--- config.mk ---
export PLATFORM = sky130hd
export DESIGN_NAME = kdhe_update
export DESIGN_NICKNAME = d
export VERILOG_FILES = /design/src/design/assert_macros.svh /design/src/design/kdhe_pkg.sv /design/src/design/kdhe_update.sv
export SDC_FILE = /design/constraint.sdc
export NUM_CORES = 1
export LEC_CHECK = 0
export ABC_CLOCK_PERIOD_IN_PS = 11900
export BUFFER_PORTS_ARGS = -buffer_cell sky130_fd_sc_hd__buf_4
export CAP_MARGIN = 20
export CELL_PAD_IN_SITES_DETAIL_PLACEMENT = 1
export CELL_PAD_IN_SITES_GLOBAL_PLACEMENT = 1
export CORE_MARGIN = 2
export CORE_UTILIZATION = 37
export DETAILED_ROUTE_END_ITERATION = 10
export MAX_ROUTING_LAYER = met4
export PLACE_DENSITY = 0.88
export SETUP_SLACK_MARGIN = 0.02
export SLEW_MARGIN = 25
export SYNTH_ARGS = -nofsm -noshare
export SYNTH_HDL_FRONTEND = slang
export SYNTH_SLANG_ARGS = --single-unit
--- constraint.sdc ---
create_clock -name vclk -period 11.9
set_input_delay 0.595 -clock vclk [all_inputs]
set_output_delay 0.595 -clock vclk [all_outputs]
set_load 0.02 [all_outputs]
--- src/design/assert_macros.svh ---
// Assertion helpers, clocked on i_clk, active-low i_rst_n.
`ifndef ASSERT_MACROS_SVH
`define ASSERT_MACROS_SVH

// checked only out of reset
`define KDHE_ASSERT(lbl, prop, msg) \
    lbl: assert property (@(posedge i_clk) disable iff (!i_rst_n) prop) else $error(msg);

// checked at every edge, reset included
`define KDHE_ASSERT_ALWAYS(lbl, prop, msg) \
    lbl: assert property (@(posedge i_clk) prop) else $error(msg);

`endif

--- src/design/kdhe_pkg.sv ---
`default_nettype none
package kdhe_pkg;

    localparam int NUM_CHANNELS_DEF = 64;
    localparam int CHAN_W = 6;
    localparam int CHAN_CNT_W = 9;  // holds channel counts up to 256
    localparam int TIME_W = 32;
    localparam int CFG_IDX_W = 2;
    localparam int CFG_DATA_W = 16;

    localparam int S_TDATA_W = 40;  // 6 + 1 + 32, byte padded
    localparam int M_TDATA_W = 80;  // 6 + 32 + 32 + 3, byte padded

    localparam logic [1:0] KIND_DOWN = 2'd0;
    localparam logic [1:0] KIND_UP   = 2'd1;
    localparam logic [1:0] KIND_HELD = 2'd2;

    localparam logic [CFG_IDX_W-1:0] CFG_DEBOUNCE = 2'd0;
    localparam logic [CFG_IDX_W-1:0] CFG_HELD     = 2'd1;
    localparam logic [CFG_IDX_W-1:0] CFG_MASK     = 2'd2;
    localparam logic [CFG_IDX_W-1:0] CFG_SOURCE   = 2'd3;

    localparam logic [15:0] DEBOUNCE_RST = 16'd20;
    localparam logic [15:0] HELD_RST     = 16'd0;
    localparam logic [2:0]  MASK_RST     = 3'd7;
    localparam logic [2:0]  SOURCE_RST   = 3'd0;

    typedef struct packed {
        logic [15:0] deb_ms;
        logic [15:0] held_ms;
        logic [2:0]  kind_mask;
        logic [2:0]  source;
    } t_cfg;

    typedef struct packed {
        logic [CHAN_W-1:0] channel;
        logic              raw_down;
        logic [TIME_W-1:0] time_ms;
    } t_sample;

    typedef struct packed {
        logic              stable_lvl;
        logic              last_raw;
        logic [TIME_W-1:0] raw_change_time;
        logic [TIME_W-1:0] press_start;
        logic [TIME_W-1:0] next_held;
    } t_chan_state;

    typedef struct packed {
        logic [1:0]        kind;
        logic [CHAN_W-1:0] channel;
        logic [TIME_W-1:0] time_ms;
        logic [TIME_W-1:0] duration;
        logic [2:0]        source;
    } t_event;

endpackage
`default_nettype wire

--- src/design/kdhe_update.sv ---
`default_nettype none
module kdhe_update (
    input  wire kdhe_pkg::t_sample     i_sample,
    input  wire logic                  i_in_range,
    input  wire logic                  i_init,
    input  wire kdhe_pkg::t_chan_state i_state,
    input  wire kdhe_pkg::t_cfg        i_cfg,
    output kdhe_pkg::t_chan_state      o_state,
    output logic                       o_emit,
    output kdhe_pkg::t_event           o_event
);
    import kdhe_pkg::*;

    logic [TIME_W-1:0] since_change;
    logic [TIME_W-1:0] since_press;
    logic [TIME_W-1:0] past_held;
    logic [TIME_W-1:0] next_deadline;
    logic              fire;
    logic [1:0]        kind;

    always_comb begin
        since_change  = i_sample.time_ms - i_state.raw_change_time;
        since_press   = i_sample.time_ms - i_state.press_start;
        past_held     = i_sample.time_ms - i_state.next_held;
        next_deadline = i_sample.time_ms + {16'd0, i_cfg.held_ms};

        o_state = i_state;
        fire    = 1'b0;
        kind    = KIND_DOWN;
        o_event.duration = '0;

        if (!i_in_range) begin
            fire = 1'b0;
        end else if (!i_init) begin
            o_state.stable_lvl      = i_sample.raw_down;
            o_state.last_raw        = i_sample.raw_down;
            o_state.raw_change_time = i_sample.time_ms;
            if (i_sample.raw_down) begin
                o_state.press_start = i_sample.time_ms;
                o_state.next_held   = next_deadline;
            end
        end else if (i_state.last_raw != i_sample.raw_down) begin
            o_state.last_raw        = i_sample.raw_down;
            o_state.raw_change_time = i_sample.time_ms;
        end else if (i_state.stable_lvl != i_sample.raw_down) begin
            if (since_change >= {16'd0, i_cfg.deb_ms}) begin
                o_state.stable_lvl = i_sample.raw_down;
                fire = 1'b1;
                if (i_sample.raw_down) begin
                    o_state.press_start = i_sample.time_ms;
                    o_state.next_held   = next_deadline;
                    kind = KIND_DOWN;
                end else begin
                    kind = KIND_UP;
                    o_event.duration = since_press;
                end
            end
        end else if (i_state.stable_lvl && (i_cfg.held_ms != '0) &&
                     !past_held[TIME_W-1]) begin
            o_state.next_held = next_deadline;
            fire = 1'b1;
            kind = KIND_HELD;
            o_event.duration = since_press;
        end

        o_emit          = fire && i_cfg.kind_mask[kind];
        o_event.kind    = kind;
        o_event.channel = i_sample.channel;
        o_event.time_ms = i_sample.time_ms;
        o_event.source  = i_cfg.source;
    end

endmodule
`default_nettype wire

# After elaboration in Yosys (flattened, before gate mapping)
# Index checks and enable logic that the tools add are counted.
# totals
regBits	0
input_bits	177
out_inout_bits	174
word_cells	47
# classes
add_sub_neg	4
n_lt_le_gt_ge	2
n_eq_ne	2
n_mux	34
reduce_logical	5
# op_table
operator	n
$mux 32	10
$mux 98	2
$mux 64	3
$sub 32x32->32	3
$mux 33	1
$add 32x16->32	1
$ge 32x16->1	1
$reduce_bool 16->1	1
$mux 1	12
$mux 2	5
$logic_and 1x1->1	3
$lt 2x3->1 const B	1
$bmux 1 s2	1
$ne 1x1->1	2
$logic_not 1->1	1

# Longest topological paths before layout
# Gate-level depths: netlist of the first run.
# logic_depth
ltp_word	11
ltp_mapped	24
ltp_nobuf	22

# Worst setup path before layout of the first run
# OpenSTA, ideal clock, no wires.
# synth_timing
kind	input-to-output
start	in i_sample[0] in the netlist's numbering
end	out o_state[13] in the netlist's numbering
arrival_time_ps	5000
path_slack_ps	6305
cell_stages	21
path_buffers	1
cell_sequence	inv_1 ha_1 fa_1 nand2b_1 a21oi_1 o211ai_1 and3b_1 xnor2_1 ha_1 a21oi_1 nand2_1 a221o_1 a2111oi_2 o2111ai_1 or4_1 nor4_1 nand4_1 o21ai_2 nand2_1 buf_6 a32oi_1
# synth_lines
element	line	text
start, declared	kdhe_update.sv:3	input wire kdhe_pkg::t_sample i_sample,
end, declared	kdhe_update.sv:8	output kdhe_pkg::t_chan_state o_state,

==> flow_summary.yaml, run 1 <==
cells_and_area:
  nClkBuffers: 0
  fin_util_pct: 49.2
  syn_to_final_growth_pct: 29.7
  layout_common_cells: "buf_4 (336), inv_1 (132), ha_1 (124), nand2_1 (109), o21ai_0 (96)"
  antenna_cells: 0
  fin_nets: 1771
  seq_area_sq_um: 0
  nFillCells: 2841
  multiInputGateArea_sq_um: 7000
  drive_above_1_share_pct: 26.5
  mostFrequentLayoutCell: "buf_4"
  seq_cell_count: 0
setup_path:
  start_kind: "input pin"
  crit_slowest_cell: "o31ai_1"
  max_stage_delay_ns: 0.80
  path_cells: "buf_4, ha_1, and3_1, a21boi_0, a21oi_1, o31ai_1, xor2_1, ha_1, a221o_1, a2111oi_2, o2111ai_1, or4_1, nor4_1, nand4_1, o21ai_4, buf_4, nand2_1, mux2_1, buf_4"
  cp.required_ns: 11.31
  crit_path_max_fanout: 53
  path_class: "in -> out"
  cp_common_cell: "buf_4"
  crit_path_end_kind: "primary output"
  arrival_ns: 6.99
power_and_ir_drop:
  internal_power_uw: 242
  leakage_uw: 0.00529
  seqPwrFrac_pct: 0
  switching_share_pct: 58.5
  clockPowerShare_pct: 0
  power_frac_comb_pct: 100.0
  switchingPower_uw: 342
  powerDensity_nw_per_um2: 56.4
  peakVddDrop_mv: 0.0232
global_routing:
  grt_pass1_wl_um: 54900
  grt_util_all_layers_pct: 31.0
  grt_pass1_vias: 10318
  grt-ovfl-total: 0
  grt_max_degree: 63
  antenna_found_initial: 0
floorplan:
  start_util_pct: 37.9
  die-area_sq_um: 22800
  rows: 53
  coreArea_sq_um: 21100
  die_w_um: 151
  dieHeight_um: 151
  io_pins: 351
sta:
  setup_viol: 0
  worstMarginPinSlew_ns: 0.920
  max_freq_mhz: 132
  max_slew_margin_pct: 38.2
  fin_crit_sh_pct: 63.8
  drv_slew: 0
  rsz0062_at_grt: "no"
  layout_min_cycle_time_ns: 7.59
  setup_tns_ns: 0
  final-hold-violation-count: 0
synthesis:
  syn-num-nets: 1519
  avgSynthCellArea_sq_um: 6.58
  synthesis.area_sq_um: 8000
  yosys_warnings: 0
  synthCells: 1215
  ys_types: 76
  ys_seq_area_share_pct: 0
place:
  place.gp.congestion: 0.955
  dpl.hpwl_um: 30700
  placement.io_buffers: 333
route:
  viasPerCell: 5.82
  vias: 10125
  routed_wl_um: 36400
  drtPass1Iterations: 8
  post_drt_wl_per_cell_um: 20.9
  ant_nets: 0
  drc: 0
  dr.first_iter.drc_count: 615
min_path:
  hold_class: "in -> out"
clock_network:
  cts_resized: 0
  post-cts-setup-buffer-count: 0
  cts_hold_buf: 0
job:
  drv_cap: 0
status:
  outcome: "complete, no violations"
-- routing by layer --
layer,global-route usage (%),routed length [um]
met5,-,0
met4,8.36,1090
met3,3.28,2260
met2,54.1,17900
met1,38.1,15200
-- layout make-up --
class,count,share of cell area [%]
tap,275,3.32
multi-input combinational,995,67.5
timing repair buffer,336,24.3
inverter,134,4.85
-- cell usage after synthesis, drive strengths merged (3+ instances only) --
master   number  area (sq um)
clkbuf       22          82.6
o221ai        4          35.0
nand2       109           409
fa            3          60.1
ha          124          1550
a21boi        5          37.5
a222oi        3          30.0
a211oi       13          97.6
a221o         3          30.0
o2111ai       7          61.3
or4           3          22.5
a31oi         6          37.5
nand3b        3          22.5
buf          64           432
o22ai         5          31.3
a211o         9          78.8
mux2i         8          80.1
o31ai         3          22.5
o21ai        98           494
a21o         33           248
nor2b        16           100
nor4          7          43.8
mux2         34           387
o2bb2ai       4          35.0
o21a         18           135
a31o          5          43.8
a41oi         3          26.3
a21oi        95           483
nand4        26           169
nand2b       14          87.6
nor2         91           342
xor2         21           191
inv         132           495
o21bai        8          60.1
nand3        41           205
xnor2        51           447
and2         10          62.6
a22oi         4          30.0
o211ai       11          82.6
and3         17           106
a2111oi       6          58.8
or3          10          62.6
o31a         10          87.6
nor3         26           130
-- power by group through the flow --
stage | Sequential, uW | Combinational, uW | Clock [uW]
floorplan | 0 | 368 | 0
global placement | 0 | 562 | 0
detailed placement | 0 | 577 | 0
CTS | 0 | 579 | 0
global route | 0 | 635 | 0
finish | 0 | 584 | 0
-- critical path: cells and delay by family --
family,cells,cell delay [ns]
multiplexers,1,0.52
buffers and inverters,3,0.87
AO/OA/AOI/OAI,7,2.15
adder cells (fa/ha/maj),2,0.75
XOR/XNOR,1,0.15
AND/OR/NAND/NOR,5,1.89
-- final timing paths --
| path | from | end | cells after the start |
|---|---|---|---|
| worst max-delay path | i_sample[8] | o_state[31] | 19 |
| worst min-delay path | i_cfg[0] | o_event[0] | 0 |
-- through the flow --
step	instance area (sq um)	std cells	worst slack (ns)	hold slack [ns]	power, uW
finish	10400	1740	4.31	1.19	584
global placement	10400	1740	4.60	1.19	562
CTS	10400	1740	4.42	1.19	579
floorplan	8000	1215	6.31	1.30	368
detailed placement	10400	1740	4.43	1.19	577
global route	10400	1740	3.94	1.19	635
-- cells by family (layout without fill, tap and decap cells) --
logic type / after synthesis / after routing / share of synthesized area (%)
compound gates: 371 / 371 / 30.2
mux: 42 / 42 / 5.84
buf+inv: 220 / 470 / 12.7
xor+xnor: 72 / 72 / 7.98
fa+ha+maj: 127 / 127 / 20.2
simple gates: 383 / 383 / 23.1
Note: power is estimated with default switching activity, not from simulation.
==> run 2: changes to the inputs <==
ABC_CLOCK_PERIOD_IN_PS = 7370   (was 11900)
CORE_UTILIZATION = 34   (was 37)
PLACE_DENSITY = 0.82   (was 0.88)
clock period = 7.37 ns   (was 11.9 ns; I/O delays follow)
==> flow_summary.yaml, run 2 (synthesized netlist as in run 1, its figures left out) <==
status:
  outcome: "complete, no violations"
cells_and_area:
  nFillCells: 3121
  multiInputGateArea_sq_um: 7000
  nClkBuffers: 0
  mostFrequentLayoutCell: "buf_4"
  seq_cell_count: 0
  seq_area_sq_um: 0
  fin_nets: 1772
  drive_above_1_share_pct: 26.5
  layout_common_cells: "buf_4 (337), inv_1 (132), ha_1 (124), nand2_1 (109), o21ai_0 (96)"
  syn_to_final_growth_pct: 30.5
sta:
  max_slew_margin_pct: 47.7
  whs_ns: 0.737
  layout_setup_ws_ns: 1.06
  max_freq_mhz: 159
  drv_slew: 0
  rsz0062_at_grt: "no"
  final-hold-violation-count: 0
  worstMarginPinSlew_ns: 0.777
  fin_crit_sh_pct: 85.6
  setup_tns_ns: 0
  layout_min_cycle_time_ns: 6.31
  setup_viol: 0
route:
  drc: 0
  dr.first_iter.drc_count: 530
  vias: 9964
  post_drt_wl_per_cell_um: 20.0
  ant_nets: 0
  viasPerCell: 5.58
  drtPass1Iterations: 5
  routed_wl_um: 35600
place:
  place.gp.congestion: 0.985
  placement.io_buffers: 333
  place_ws_ns: 1.10
  dpl.hpwl_um: 30200
setup_path:
  crit_path_max_fanout: 51
  crit_path_end_kind: "primary output"
  path_class: "in -> out"
  arrival_ns: 5.94
  start_kind: "input pin"
  cp.required_ns: 7.00
global_routing:
  grt_util_all_layers_pct: 27.9
  grt-ovfl-total: 0
  grt_pass1_vias: 9939
  grt_pass1_wl_um: 53800
  grt_max_degree: 63
  antenna_found_initial: 1
floorplan:
  io_pins: 351
  start_util_pct: 34.4
  dieHeight_um: 157
  die-area_sq_um: 24800
  die_w_um: 157
  rows: 56
  coreArea_sq_um: 23300
min_path:
  hold_class: "in -> out"
clock_network:
  cts_resized: 0
  cts_hold_buf: 0
  post-cts-setup-buffer-count: 0
power_and_ir_drop:
  leakage_uw: 0.00529
  powerDensity_nw_per_um2: 89.4
  peakVddDrop_mv: 0.0364
  power_uw: 933
job:
  drv_cap: 0
==> run 2: critical path, cell delays in order <==
cell and delay [ns]:
buf_4 0.10, inv_1 0.07, ha_1 0.24, fa_1 0.41, nand2b_1 0.19, a21oi_1 0.34
o211ai_1 0.14, and3b_1 0.23, xnor2_1 0.14, ha_1 0.31, a21oi_1 0.16, nand2_1 0.07
a221o_1 0.31, a2111oi_2 0.28, o2111ai_1 0.15, or4_1 0.42, nor4_1 0.28, nand4_1 0.26
o21ai_4 0.24, buf_4 0.56, nand3_1 0.13, o21ai_0 0.26, buf_4 0.25
==> run 2: area by class of cell <==
class              count  area share [%]
multi-input cells    995            67.1
repair buffers       337            24.3
inverters            134            4.82
well taps            319            3.83
diodes                 1          0.0240
==> run 2: final timing paths <==
check                    from     endpoint  cells past startpoint
setup / recovery  i_sample[0]  o_state[15]                     23
hold / removal       i_cfg[0]   o_event[0]                      0
==> run 2: metal layers <==
layer / GRT usage (%) / vias up / part of all wire [%]
li1: - / 4837 / -
met1: 35.0 / 4784 / 43
met2: 49.1 / 293 / 50
met3: 2.34 / 50 / 4.7
met4: 5.11 / 0 / 2.2
met5: - / - / 0
==> run 2: power breakdown <==
part	switching, uW	total (uW)	internal, uW
Combinational	542	933	391
Clock	0	0.0000182	0.0000182
Sequential	0	0	0
==> run 2: per-stage QoR <==
step / utilization [%] / area [sq um] / instances
6_report: 44.8 / 10400 / 1786
3_5_place_dp: 44.8 / 10400 / 1785
3_3_place_gp: 44.8 / 10400 / 1785
5_1_grt: 44.8 / 10400 / 1786
4_1_cts: 44.8 / 10400 / 1785
2_1_floorplan: - / 8000 / 1215
==> run 3: changes to the inputs <==
--- a/config.mk
+++ b/config.mk
@@ -18,2 +18,3 @@
 export SETUP_SLACK_MARGIN = 0.02
+export SKIP_LAST_GASP = 1
 export SLEW_MARGIN = 25
==> constraint.sdc (replaced) <==
create_clock -name vclk -period 7.37
set_input_delay 1.1055 -clock vclk [all_inputs]
set_output_delay 1.1055 -clock vclk [all_outputs]
set_load 0.02 [all_outputs]
==> flow_summary.yaml, run 3 (synthesized netlist as in run 1, its figures left out) <==
sta:
  worstMarginPinSlew_ns: 0.755
  rsz0062_at_grt: "no"
  whs_ns: 2.21
  final-hold-violation-count: 0
  setup_viol: 0
  max_freq_mhz: 141
  layout_min_cycle_time_ns: 7.08
  max_slew_margin_pct: 48.4
  setup_tns_ns: 0
  fin_crit_sh_pct: 96.1
  layout_setup_ws_ns: 0.288
  drv_slew: 0
status:
  outcome: "complete, no violations"
global_routing:
  grt_pass1_vias: 10182
  grt_util_all_layers_pct: 28.6
  antenna_found_initial: 2
  grt_max_degree: 48
  grt_pass1_wl_um: 55000
  grt-ovfl-total: 0
setup_path:
  cp_top_family: "compound AO/OA/AOI/OAI gates"
  max_stage_delay_ns: 0.44
  cp_common_cell: "buf_4"
  crit_path_max_fanout: 8
  path_class: "in -> out"
  start_kind: "input pin"
  cp.required_ns: 6.26
  crit_path_end_kind: "primary output"
  path_cells: "buf_4, inv_1, ha_1, fa_2, nand2b_4, a21oi_4, o211ai_1, and3b_1, xnor2_1, ha_1, a21oi_1, nand2_1, a221o_1, a2111oi_2, o2111ai_1, or4_1, nor4_2, nand4_1, buf_4, o21ai_4, nand2_1, buf_4, a32oi_1, buf_4"
  setup.worst_path.start: "i_sample[0]"
  path_buf_inv: 5
  crit_slowest_cell: "or4_1"
  arrival_ns: 5.98
cells_and_area:
  layout_common_cells: "buf_4 (352), inv_1 (132), ha_1 (124), nand2_1 (109), o21ai_0 (94)"
  seq_area_sq_um: 0
  mostFrequentLayoutCell: "buf_4"
  nClkBuffers: 0
  syn_to_final_growth_pct: 33.8
  drive_above_1_share_pct: 28.0
  seq_cell_count: 0
  fin_nets: 1793
power_and_ir_drop:
  switching_share_pct: 57.9
  clockPowerShare_pct: 0
  powerDensity_nw_per_um2: 89.5
  power_uw: 958
  switchingPower_uw: 554
  internal_power_uw: 404
  seqPwrFrac_pct: 0
  power_frac_comb_pct: 100.0
  peakVddDrop_mv: 0.0338
  leakage_uw: 0.00543
route:
  routed_wl_um: 36600
  vias: 10114
  drc: 0
  post_drt_wl_per_cell_um: 20.2
  drtPass1Iterations: 5
  ant_nets: 0
  dr.first_iter.drc_count: 754
  viasPerCell: 5.59
floorplan:
  io_pins: 351
  die-area_sq_um: 24800
  rows: 56
  die_w_um: 157
  start_util_pct: 34.4
  dieHeight_um: 157
  coreArea_sq_um: 23300
place:
  placement.io_buffers: 333
  place_ws_ns: -0.154
  place.gp.congestion: 0.978
  dpl.hpwl_um: 31300
min_path:
  hp-start: "i_cfg[0]"
  hold_class: "in -> out"
job:
  drv_cap: 0
run 3: changes by cell type in the layout (fill, tap and decap cells not counted), moves of 2 or more:
cell and change:
buf_12 +5, buf_4 +15, o21ai_0 -2, a21oi_2 +2, a21oi_1 -3
run 3: worst paths after layout:
check  cells after the start  slack (ns)           to
max                       24        0.29  o_state[13]
min                        0        2.21   o_event[0]
run 3: area by class of cell:
type                            count  area [sq um]
Antenna cell                        2          5.00
Fill cell                        3087         12600
Inverter                          134           503
Multi-Input combinational cell    995          7040
Tap cell                          319           399
Timing Repair Buffer              358          2750
run 3: power groups by stage:
| stage | registers [uW] | logic [uW] | clock network [uW] |
|---|---|---|---|
| 2_1_floorplan | 0 | 595 | 0 |
| 3_3_place_gp | 0 | 916 | 0 |
| 3_5_place_dp | 0 | 942 | 0 |
| 4_1_cts | 0 | 946 | 0 |
| 5_1_grt | 0 | 1040 | 0.0000363 |
| 6_report | 0 | 958 | 0.0000363 |
run 3: per-layer routing:
layer | up-vias | routed length (um) | global-route usage [%]
met5 | - | 0 | -
met4 | 0 | 971 | 7.01
met3 | 65 | 1750 | 2.37
met2 | 284 | 18000 | 49.6
met1 | 4872 | 15900 | 36.0
li1 | 4893 | - | -
run 3: repair_timing:
action                     4_1_cts  5_1_grt
gates resized for setup          1       11
hold buffers                     0        0
setup endpoints to repair       46       98
buffers inserted                 1        1
pin swaps                        1        3
run 3: stage by stage:
stage	instance area (sq um)	cells	util [%]
3_3_place_gp	10600	1804	45.7
4_1_cts	10600	1805	45.8
6_report	10700	1808	46.0
3_5_place_dp	10600	1804	45.7
5_1_grt	10700	1808	46.0
2_1_floorplan	8000	1215	-
